===== src/rtl/tbds_pkg.sv =====
// Shared constants, status codes and the divider request type for the
// thermal block downsampler. No dependencies.
`default_nettype none
package tbds_pkg;

    localparam int MAX_WIDTH    = 1024;
    localparam int MAX_HEIGHT   = 1024;
    localparam int MAX_OUT_COLS = 64;
    localparam int MAX_OUT_ROWS = 64;

    localparam int DIM_W   = 11;
    localparam int TCOLS_W = 7;
    localparam int PIX_W   = 16;
    localparam int AVG_W   = 24;
    localparam int SUM_W   = 40;
    localparam int CNT_W   = 21;
    localparam int POS_W   = 10;
    localparam int COL_AW  = $clog2(MAX_OUT_COLS);
    localparam int ROW_AW  = $clog2(MAX_OUT_ROWS);
    localparam int CELL_AW = COL_AW + ROW_AW;
    localparam int COLM_W  = SUM_W + CNT_W;
    localparam int DIV_NW  = 48;
    localparam int DIV_DW  = 24;

    localparam logic [1:0] STAT_OK      = 2'd0;
    localparam logic [1:0] STAT_EMPTY   = 2'd1;
    localparam logic [1:0] STAT_NOFRAME = 2'd2;
    localparam logic [1:0] STAT_OVF     = 2'd3;

    localparam logic [1:0] REG_SRC_WIDTH   = 2'd0;
    localparam logic [1:0] REG_SRC_HEIGHT  = 2'd1;
    localparam logic [1:0] REG_TARGET_COLS = 2'd2;

    typedef struct packed {
        logic              start;
        logic [DIV_NW-1:0] dividend;
        logic [DIV_DW-1:0] divisor;
    } div_req_t;

endpackage
`default_nettype wire


===== src/rtl/tbds_div.sv =====
// Restoring divider, one quotient bit per cycle, shared by all divisions.
// Depends on tbds_pkg.
`default_nettype none
module tbds_div import tbds_pkg::*; (
    input  wire logic              aclk,
    input  wire logic              aresetn,
    input  wire div_req_t          req,
    output logic                   done,
    output logic      [DIV_NW-1:0] quotient
);
    localparam int CW = $clog2(DIV_NW + 1);

    logic [DIV_NW-1:0] quo_reg;
    logic [DIV_DW-1:0] rem_reg;
    logic [DIV_DW-1:0] dvs_reg;
    logic [CW-1:0]     cnt_reg;
    logic              busy_reg;
    logic              done_reg;
    logic [DIV_DW:0]   shifted;
    logic              fits;

    assign shifted  = {rem_reg, quo_reg[DIV_NW-1]};
    assign fits     = shifted >= {1'b0, dvs_reg};
    assign done     = done_reg;
    assign quotient = quo_reg;

    always_ff @(posedge aclk) begin
        if (!aresetn) begin
            busy_reg <= 1'b0;
            done_reg <= 1'b0;
            cnt_reg  <= '0;
        end else begin
            done_reg <= 1'b0;
            if (req.start) begin
                quo_reg  <= req.dividend;
                rem_reg  <= '0;
                dvs_reg  <= req.divisor;
                cnt_reg  <= CW'(DIV_NW);
                busy_reg <= 1'b1;
            end else if (busy_reg) begin
                if (fits) begin
                    rem_reg <= DIV_DW'(shifted - {1'b0, dvs_reg});
                end else begin
                    rem_reg <= shifted[DIV_DW-1:0];
                end
                quo_reg <= {quo_reg[DIV_NW-2:0], fits};
                cnt_reg <= cnt_reg - 1'b1;
                if (cnt_reg == CW'(1)) begin
                    busy_reg <= 1'b0;
                    done_reg <= 1'b1;
                end
            end
        end
    end
endmodule
`default_nettype wire


===== config.mk =====
export PLATFORM = sky130hd
export DESIGN_NAME = tbds_div
export DESIGN_NICKNAME = d
export VERILOG_FILES = /design/src/rtl/tbds_pkg.sv /design/src/rtl/tbds_div.sv
export SDC_FILE = /design/constraint.sdc
export NUM_CORES = 1
export LEC_CHECK = 0
export BUFFER_PORTS_ARGS = -buffer_cell sky130_fd_sc_hd__buf_2
export CELL_PAD_IN_SITES_DETAIL_PLACEMENT = 1
export CELL_PAD_IN_SITES_GLOBAL_PLACEMENT = 1
export CORE_MARGIN = 1
export CORE_UTILIZATION = 45
export CTS_BUF_LIST = sky130_fd_sc_hd__clkbuf_2
export CTS_CLUSTER_DIAMETER = 30
export DETAILED_ROUTE_END_ITERATION = 10
export GPL_TIMING_DRIVEN = 1
export PLACE_DENSITY = 0.82
export SLEW_MARGIN = 20
export SYNTH_ARGS = -nofsm -noshare
export SYNTH_HDL_FRONTEND = slang
export SYNTH_SLANG_ARGS = --single-unit

===== constraint.sdc =====
create_clock -name aclk -period 3.94 [get_ports aclk]
set_clock_uncertainty 0.2 [all_clocks]
set_input_delay 0.197 -clock aclk [delete_from_list [all_inputs] [get_ports aclk]]
set_output_delay 0.197 -clock aclk [all_outputs]
set_load 0.01 [all_outputs]

==> impl_results.md <==
- Initial Utilization: roughly 46%
- Slew headroom: approximately 33%
- Fin. max-slew vios: 0
- Die X: 113 um
- WP data required: around 4200 ps
- Antenna violations before repair: 2
- RSZ-0062 raised after global routing: no
- Slew @ Worst Pin: about 1000 ps
- Routed wire length: roughly 18000 um
- Fillers: between 1000 and 1500
- Seq. cell area: 0.00304 sq mm
- Worst EP arrival: 3590 ps
- Core Area: about 0.012 sq mm
- Vias in the first global route: around 5000
- Cell Pwr Density: roughly 380 mW/mm^2
- Die Y: about 110 um
- Gr ovfl total: 0
- ANT nets after route: 0
- I/O Pins: around 120
- Mapped Nets: between 500 and 600
- Yosys top cell area share: between 50 and 60%
- Final Hold Fails: 0
- Place WS: approximately 950 ps
- Type of origin of the critical path: flop
- Worst Hold Class: primary input to flop
- Peak Freq: 304 MHz
- Syn. warnings: 0
- Multi-input combinational cell area: between 0.002 and 0.0025 sq mm
- Final Cycle Share: ~84%
- Inserted Clock Buffers: 9
- Core Rows: 40
- Area leader, netlist: edfxtp_1
- Largest net degree at the start of global routing: 67
- Crit end category: flop
- Post-CTS sizing: 0
- DP Wirelength: between 9000 and 10000 um
- Area growth syn-to-layout: 30.6%
- Yosys reg bits: ~100
- First-pass GRT wire length: 27600 um
- Final Net Count: between 700 and 800
- Syn_area_per_cell: 12.6 sq um
- # Post-CTS Setup Buffers: 0
- Status: finished clean
- Via density per instance: 5.54
- Post-Syn Area: roughly 0.0055 sq mm
- Final Worst Setup Slack: ~650 ps
- DRC violations left: 0
- Min cycle time layout: roughly 3300 ps
- CTS H-Tree Depth: 3
- Post-Route Setup TNS: 0 ps
- Root Buffer: clkbuf_2
- Max clock buf depth: 2
- Pre-antenna DRT Iters: 4
- # clock sinks: 104
- DR vias: roughly 4400
- CTS tree: done
- Peak supply drop: a little under 0.3 mV
- Number of max-cap violations: 0
- Post-synthesis sequential area ratio: 55.3%
- Netlist cell types: 54
- CTS clk-pin slew, worst paths: approximately 320 ps
- Clk_lat worst skew: between 600 and 700 ps
- Wirelength per Cell: approximately 22 um
- Number of synthesized flops with an enable pin: 96
- Async SR Flop Fraction: 0%
- Gr usage total: between 20 and 30%
- Gpl congestion: 0.828
- Pleak: between 2 and 3 nW
- IO Port Bufs: ~120
- Final number of setup-violating endpoints: 0
- DIE AREA: approximately 0.013 sq mm
- Setup Crit Path Kind: flop to flop
- Max reg flops: between 40 and 50
- Synth area leaders: edfxtp_1, mux2_2, ha_1
- Layout cell share with drive strength beyond 1: just over 30%
- Synth Flop Type: edfxtp_1
- Synth Instances: 437
- DRT iter0 DRCs: between 200 and 300
- CP max FO: 3
worst paths after layout:
check	from	to	slack [ps]	cells after the start
setup / recovery	quotient[47]$_DFFE_PP_	rem_reg[18]$_SDFFCE_PP0P_	650	11
hold / removal	req[4]	dvs_reg[4]$_DFFE_PP_	40	2
setup reg to reg	quotient[47]$_DFFE_PP_	rem_reg[18]$_SDFFCE_PP0P_	650	11
hold reg to reg	quotient[43]$_DFFE_PP_	quotient[44]$_DFFE_PP_	420	1
synth_stat cells, types with 8 or more instances:
master    instances
a21oi_1          18
clkbuf_1         11
dfxtp_1           8
edfxtp_1         96
ha_1             26
inv_1            32
mux2_2           47
mux2i_1          18
nand2_1          18
nor2_1           34
o21a_1            9
o21ai_0          13
xnor2_1          15
xor2_1           10
stage by stage:
stage	std cells	utilization (%)	cell area [sq um]	hold slack [ps]	power, mW
after floorplan	437	-	5510	95.9	1.87
after CTS	791	60.0	7180	8.58	2.64
final	794	60.1	7190	40.8	2.71
after global placement	696	52.4	6270	175	2.04
after global routing	794	60.1	7190	6.93	2.82
after detailed placement	696	52.4	6270	175	2.08
logic make-up after synthesis:
kind of cell,count (synthesis),synth area share (%)
compound gates,76,9.79
xor+xnor,25,3.98
fa+ha+maj,27,6.27
buf+inv,47,3.57
flops,104,55.3
mux,65,12.9
simple gates,93,8.25
critical path: stages, from the launching register on:
cell	delay, ps
edfxtp_1	440
inv_1	90
ha_1	240
fa_1	420
nor2b_1	180
o2111ai_1	160
nand3_1	180
a21oi_1	120
o31ai_1	540
a21oi_1	200
xor2_1	170
o21ai_0	200
per-layer routing:
metal	GRT usage [%]	wire, um	vias up	part of all wire [%]
met3	8.64	1220	26	6.9
li1	-	-	2022	-
met1	33.3	7070	2190	40
met2	52.9	9170	164	51
met4	9.16	340	0	1.9
met5	0	0	-	0
cell type report:
class | instances | area share, %
flip-flops and latches | 104 | 42.3
multi-input cells | 286 | 31.5
repair buffers | 207 | 20.3
well taps | 147 | 2.56
inverters | 32 | 1.67
clock inverters | 6 | 0.870
clock buffers | 10 | 0.696
diodes | 2 | 0.0696
where the power goes:
part           internal [mW]  switching (mW)
Clock                  0.105           0.432
Combinational          0.354           0.437
Sequential              1.32          0.0581
cells in the final DEF, fill, tap and decap left out, types with 6 or more instances in the layout:
cell	count
buf_2	123
edfxtp_1	96
dlygate4sd3_1	80
mux2_2	47
nor2_1	34
inv_1	31
ha_1	26
a21oi_1	18
nand2_1	18
mux2i_1	18
xnor2_1	15
o21ai_0	13
xor2_1	10
clkbuf_2	10
o21a_1	8
dfxtp_1	8
nor3_1	6
repair_timing:
action	CTS	global route
endpoints found under the hold margin	80	1
hold buffers	79	1
setup endpoints to repair	0	0
Note: power is estimated with default switching activity, not from simulation.
