==> src/rtl/tbds_ram.sv <==
// Generic simple dual-port RAM, one write port, one registered read port.
// No dependencies.
`default_nettype none
module tbds_ram #(
    parameter int WIDTH = 8,
    parameter int DEPTH = 64
) (
    input  wire logic                     aclk,
    input  wire logic                     we,
    input  wire logic [$clog2(DEPTH)-1:0] waddr,
    input  wire logic [WIDTH-1:0]         wdata,
    input  wire logic [$clog2(DEPTH)-1:0] raddr,
    output logic      [WIDTH-1:0]         rdata
);
    logic [WIDTH-1:0] mem [DEPTH];

    always_ff @(posedge aclk) begin
        if (we) begin
            mem[waddr] <= wdata;
        end
        rdata <= mem[raddr];
    end
endmodule
`default_nettype wire

==> config.mk <==
export PLATFORM = sky130hd
export DESIGN_NAME = tbds_ram
export DESIGN_NICKNAME = d
export VERILOG_FILES = /design/src/rtl/tbds_ram.sv
export SDC_FILE = /design/constraint.sdc
export NUM_CORES = 1
export LEC_CHECK = 0
export BUFFER_PORTS_ARGS = -buffer_cell sky130_fd_sc_hd__buf_2
export CAP_MARGIN = 15
export CORE_MARGIN = 4
export CORE_UTILIZATION = 30
export DETAILED_ROUTE_END_ITERATION = 8
export GPL_TIMING_DRIVEN = 1
export PLACE_DENSITY_LB_ADDON = 0.2
export SKIP_LAST_GASP = 1
export SYNTH_ARGS = -nofsm -noshare
export SYNTH_HDL_FRONTEND = slang
export SYNTH_SLANG_ARGS = --single-unit
==> constraint.sdc <==
create_clock -name aclk -period 3.72 [get_ports aclk]
set_clock_uncertainty 0.2 [all_clocks]
set_input_delay 0.558 -clock aclk [delete_from_list [all_inputs] [get_ports aclk]]
set_output_delay 0.558 -clock aclk [all_outputs]
set_load 0.005 [all_outputs]
==> key figures, run 1 <==
Outcome
  • Status: finished, final reports clean

Floorplanning
  • IO Pins: 30
  • Row Count: 94
  • Die width: 267 um
  • Die ar.: just over 70000 sq um
  • Initial Util: between 30 and 40%
  • Core area: 66200 sq um
  • Die H: about 270 um

Power
  • Sequential fraction of design power: ~52%
  • Clock power share: a little over two fifths
  • Switching share of power: 21.1%
  • Total leakage power: 7.47 nW
  • VDD IR max: between 300 and 400 uV
  • Psw: 0.00263 W
  • Logic pwr share: between 5 and 6%
  • Total power: roughly 0.012 W
  • Cell Pwr Density: ~530 nW/um^2
  • P_int: around 0.0099 W

Setup path
  • Worst path cell trace: clkbuf_8 -> buf_12 -> mux4_2 -> mux2_2 -> o311ai_1 -> nand2_1
  • CP delay by family, top: multiplexers
  • Type of origin of the critical path: input port
  • Critical-path cell with the highest stage delay: mux4_2
  • Crit. Startpoint: raddr[0]
  • Crit end category: register
  • Reg2Reg Launch Point: mem[24][6]
  • Max incr delay on CP: approximately 0.56 ns
  • Crit-path max FO: 31
  • Kind of critical path: in2reg
  • Worst path required time: just under 4 ns
  • CP arrival: 2.78 ns
  • Worst Path Buf+Inv: 2

Timing
  • Worst Max-Slew Pin Slew: 0.929 ns
  • Slew margin rel.: 38.1%
  • Setup-failing EPs final: 0
  • Setup_tns: 0 ns
  • Fmax: approximately 0.4 GHz
  • Hold Fails Final Rpt: 0
  • Final Max Slew Viols: 0
  • Unrepaired setup endpoints after global routing: no
  • Final period util: approximately two thirds
  • Final min period: 2.51 ns

Logic synthesis
  • Flops & latches, synth: 520
  • Synth Cell Area: roughly 20000 sq um
  • Largest cells by area after synthesis: edfxtp_1, mux4_2, nor2_1
  • Mapped Cells: 940
  • Commonest cells in the netlist: edfxtp_1, mux4_2, nor2_1
  • Ys Warns: 0
  • EDFF count, synth: 512
  • Area share of the largest cell type after synthesis: 76.2%
  • Seq/Total Area, Yosys: 77.0%
  • Cell variety after synth: 40
  • Cell with the most instances after synthesis: edfxtp_1
  • Syn_area_per_cell: around 21 sq um
  • Async set or reset register ratio after synthesis: 0%
  • Synth area leader: edfxtp_1
  • Top_reg_cell synth: edfxtp_1
  • Syn Nets: slightly below 1000

Place
  • GP Congestion: 0.750
  • DP HPWL: 32700 um
  • I/O Buffers: 29

Global routing
  • Largest net degree at the start of global routing: roughly 50
  • First-pass GRT wire length: between 70000 and 80000 um
  • Vias in the first global route: 10300
  • Initial antenna violation count: 4
  • Remaining Overflow, GRT: 0
  • GRT Overall Usage: around 14%

Route
  • Post-route ant nets: 0
  • Avg WL per Cell: about 26 um
  • Routed wire length: 51000 um
  • Routed vias/inst: roughly 5
  • First-pass DRT Iterations: 5
  • DRC Markers: 0
  • Detailed-route via count: about 9700
  • Initial DRC Count: ~820

CTS
  • Resize count post-CTS: 0
  • Max Buffers Root-to-Sink: 3
  • Cts-stage hold buffer count: 0
  • Cts bufs inserted: 54
  • Clock slew at reported path FFs: approximately 0.060 ns
  • Htree depth: 2
  • Setup Buffers After CTS: 0
  • CTS Sinks: 520
  • Worst skew pair latency: about 0.6 ns
  • CTS root buf: clkbuf_16
  • CTS tree: yes

Final layout
  • Share of layout cells above drive strength 1: between 30% and 40%
  • Filler cell count: ~6100
  • Nets: 1099
  • Area grow syn2layout: 17.4%

Min path
  • HP Start: wdata[2]
  • Min-delay worst type: in2reg

Run
  • Max cap viols: 0
-- layout make-up --
type	count	area [sq um]	share of cell area, %
Sequential cell	520	15500	65.6
Multi-Input combinational cell	369	4320	18.2
Clock buffer	71	1470	6.19
Tap cell	864	1080	4.57
Timing Repair Buffer	132	982	4.15
Clock inverter	29	288	1.22
Antenna cell	3	7.51	0.0317
-- stage by stage --
| stage | worst slack, ns | utilization (%) | area (sq um) | hold WS [ns] | std cells |
|---|---|---|---|---|---|
| 2_1_floorplan | 1.29 | - | 20200 | 0.457 | 940 |
| 3_3_place_gp | 0.495 | 33.1 | 21900 | 0.594 | 1885 |
| 3_5_place_dp | 0.496 | 33.1 | 21900 | 0.627 | 1885 |
| 4_1_cts | 1.13 | 35.7 | 23700 | 0.228 | 1985 |
| 5_1_grt | 1.07 | 35.7 | 23700 | 0.238 | 1986 |
| 6_report | 1.21 | 35.8 | 23700 | 0.244 | 1988 |
-- per-layer routing --
layer	routed length [um]	global-route usage [%]	vias up
met1	22100	19.9	5190
met3	2990	3.01	73
li1	-	-	4214
met2	24600	23.2	226
met4	1230	4.35	2
met5	20	0	-
-- layout by cell type (no fill, tap or decap), types with 4 or more instances in the layout --
cell type and count:
edfxtp_1 512, mux4_2 126, buf_4 101, nor2_1 83
clkbuf_16 55, buf_2 26, mux2i_1 23, nand2_1 19
nor2b_1 14, mux2_2 13, nand3_1 13, clkbuf_1 13
clkinv_1 9, o221ai_1 8, o22ai_1 8, dfxtp_1 8
nand2b_1 7, nor3_1 7, a221oi_1 6, clkinv_2 6
bufinv_16 5, a211oi_1 4, clkinvlp_4 4, clkbuf_8 4
buf_12 4
-- cell families after synthesis --
kind of cell	share of synthesized area, %
flip-flops	77.0
multiplexers	15.9
AND/OR/NAND/NOR	3.39
AO/OA/AOI/OAI	2.07
buffers and inverters	1.57
-- worst register-to-register path: cells and delay by family (launching register included) --
kind             cells  cell delay (ns)
AO/OA/AOI/OAI        2             0.45
flip-flops           1             0.36
multiplexers         2             0.80
AND/OR/NAND/NOR      1             0.44
-- power by group through the flow --
stage	clock network, W	registers (W)	logic, W
3_3_place_gp	0	0.00663	0.000655
5_1_grt	0.00575	0.00651	0.000692
4_1_cts	0.00549	0.00651	0.000661
3_5_place_dp	0	0.00663	0.000659
6_report	0.00534	0.00651	0.000640
2_1_floorplan	0	0.00662	0.000346
-- final timing paths --
kind,cells after the start,slack [ns],endpoint
min reg2reg,3,0.63,rdata[4]
max reg2reg,5,1.35,rdata[6]
max,6,1.21,rdata[7]
min,1,0.24,mem[43][2]
-- registers in the layout, indices dropped and copies added, names as in the netlist --
name	cells
mem	512
rdata	8
Note: power is estimated with default switching activity, not from simulation.
==> inputs of run 2 (changes only) <==
clock period = 2.3 ns   (was 3.72 ns; I/O delays follow)
==> key figures, run 2 (same netlist as run 1, synthesis figures left out) <==
Min path
  • Hold endpoint: rdata[3]
  • Min-delay worst type: in2reg
  • HP Start: raddr[5]
  • Min-Delay Path Depth: 3 (+2)

Global routing
  • Largest net degree at the start of global routing: 65 (+33%)
  • Remaining Overflow, GRT: 0 (unchanged)
  • Vias in the first global route: 10600 (+2.6%)
  • GRT Overall Usage: 14.3% (-0.069 points)
  • Initial antenna violation count: 4 (unchanged)
  • First-pass GRT wire length: 74400 um (+0.51%)

Route
  • Avg WL per Cell: 24.6 um (-4.1%)
  • Detailed-route via count: 9976 (+2.8%)
  • Routed vias/inst: 4.85 (-0.61%)
  • Routed wire length: 50600 um (-0.83%)
  • Initial DRC Count: 780 (-4.5%)
  • DRC Markers: 0 (unchanged)
  • Post-route ant nets: 0 (unchanged)
  • First-pass DRT Iterations: 5 (unchanged)

Power
  • Cell Pwr Density: 829 nW/um^2 (+57%)
  • VDD IR max: 527 uV (+64%)
  • Total leakage power: 7.89 nW (+5.6%)

Timing
  • Hold Fails Final Rpt: 0 (unchanged)
  • WHS: 0.0462 ns (-0.198 ns)
  • Final min period: around 2.2 ns
  • Worst Max-Slew Pin Slew: 0.785 ns (-0.144 ns)
  • Final period util: between 90% and 100%
  • Slew margin rel.: 47.6% (+9.6 points)
  • Fmax: 0.449 GHz
  • Final WS setup: 0.0718 ns (-1.14 ns)
  • Final Max Slew Viols: 0 (unchanged)
  • Setup-failing EPs final: 0 (unchanged)
  • Unrepaired setup endpoints after global routing: no

Setup path
  • Max incr delay on CP: 0.50 ns (-0.06 ns)
  • Worst path cell trace: mux4_2 -> mux2_2 -> o221a_2 -> nor3_2 -> buf_4 -> o32ai_1
  • Critical-path cell with the highest stage delay: mux4_2
  • Worst r2r dst: rdata[4]
  • Reg2Reg Launch Point: mem[21][4]
  • Reg-to-reg slack, setup: 0.07 ns (-1.28 ns)
  • Type of origin of the critical path: register
  • Kind of critical path: reg2reg
  • Crit-path max FO: 1 (-97%)
  • Crit end category: register
  • R2R depth: 6 (+1)
  • Worst path required time: 2.58 ns (-1.40 ns)
  • CP arrival: 2.50 ns (-0.28 ns)

Floorplanning
  • IO Pins: 30 (unchanged)
  • Die H: 267 um (unchanged)
  • Row Count: 94 (unchanged)
  • Core area: 66200 sq um (unchanged)
  • Die ar.: 71400 sq um (unchanged)
  • Die width: 267 um (unchanged)
  • Initial Util: 30.5% (unchanged)

CTS
  • CTS Sinks: 520 (unchanged)
  • Clock slew at reported path FFs: 0.06 ns (about the same)
  • Htree depth: 2 (unchanged)
  • Max Buffers Root-to-Sink: 3 (unchanged)
  • CTS root buf: clkbuf_16
  • Cts bufs inserted: 54 (unchanged)
  • CTS tree: yes
  • Worst skew pair latency: 0.59 ns (-0.02 ns)

Final layout
  • Commonest cells after routing, fill and taps aside: edfxtp_1, buf_4, mux4_2, nor2_1, clkbuf_16
  • Top Registers: mem x512, rdata x8
  • ANT cells: 0 (-3)
  • Share of layout cells above drive strength 1: 35.6% (+4.3 points)
  • Commonest non-fill, non-tap cell in the layout: edfxtp_1
  • Area grow syn2layout: 20.7%
  • Biggest register: mem
  • Max reg flops: 512 (unchanged)
  • Nets: 1176 (+7.0%)

Place
  • Place WS: -0.555 ns (-1.05 ns)
  • I/O Buffers: 29 (unchanged)
  • GP Congestion: 0.768 (+2.4%)
  • DP HPWL: 33400 um (+2.1%)

Outcome
  • Status: finished, final reports clean

Run
  • Max cap viols: 0 (unchanged)
run 2: cell count changes in the layout (fill, tap and decap cells not counted), moves of 3 or more:
cell and delta:
buf_12 +10, diode_2 -3, clkbuf_1 -6, clkbuf_8 -3
buf_4 +66, clkinv_1 +4
run 2: cell type report:
class / count / area, sq um
clock buffers: 62 / 1400
clock inverters: 32 / 310
fillers: 6077 / 41900
multi-input cells: 369 / 4320
flip-flops and latches: 520 / 15500
well taps: 864 / 1080
repair buffers: 209 / 1690
run 2: worst max-delay path by stage:
stage	from	endpoint	depth (start not counted)
after detailed placement	raddr[0]	rdata[5]	7
after global placement	raddr[0]	rdata[4]	7
after floorplan	raddr[1]	rdata[3]	7
after global routing	mem[21][4]	rdata[4]	6
after CTS	mem[21][4]	rdata[4]	6
final	mem[21][4]	rdata[4]	6
run 2: worst max-delay path: cells and delay by family (launching register included):
family / cells / cell delay [ns]
flops: 1 / 0.35
mux: 2 / 0.79
compound gates: 2 / 0.39
simple gates: 1 / 0.23
buf+inv: 1 / 0.15
run 2: repair_timing:
item,CTS,global route
endpoints found under the setup margin,1,1
resized for setup,1,1
endpoints found under the hold margin,2,0
buffers inserted,0,0
hold buffers,1,0
run 2: metal layers:
| metal | part of all wire, % | GRT usage [%] | wire [um] |
|---|---|---|---|
| met5 | 0.053 | 0 | 27 |
| met4 | 2.2 | 4.23 | 1120 |
| met3 | 5.5 | 2.99 | 2770 |
| met1 | 45 | 19.8 | 22500 |
| met2 | 48 | 23.1 | 24100 |
run 2: through the flow:
| step | total power (W) | cells | util, % | TNS [ns] | cell area [sq um] |
|---|---|---|---|---|---|
| 2_1_floorplan | 0.0113 | 940 | - | 0 | 20200 |
| 3_3_place_gp | 0.0119 | 1961 | 34.1 | -3.08 | 22600 |
| 3_5_place_dp | 0.0119 | 1961 | 34.1 | -3.38 | 22600 |
| 4_1_cts | 0.0204 | 2056 | 36.8 | 0 | 24300 |
| 5_1_grt | 0.0209 | 2056 | 36.8 | 0 | 24300 |
| 6_report | 0.0202 | 2056 | 36.8 | 0 | 24300 |
run 2: power breakdown:
group	internal, W	switching [W]	leakage (nW)
sequential	0.0105	0.0000421	4.67
combinational	0.000485	0.000648	2.38
clock	0.00501	0.00350	0.836
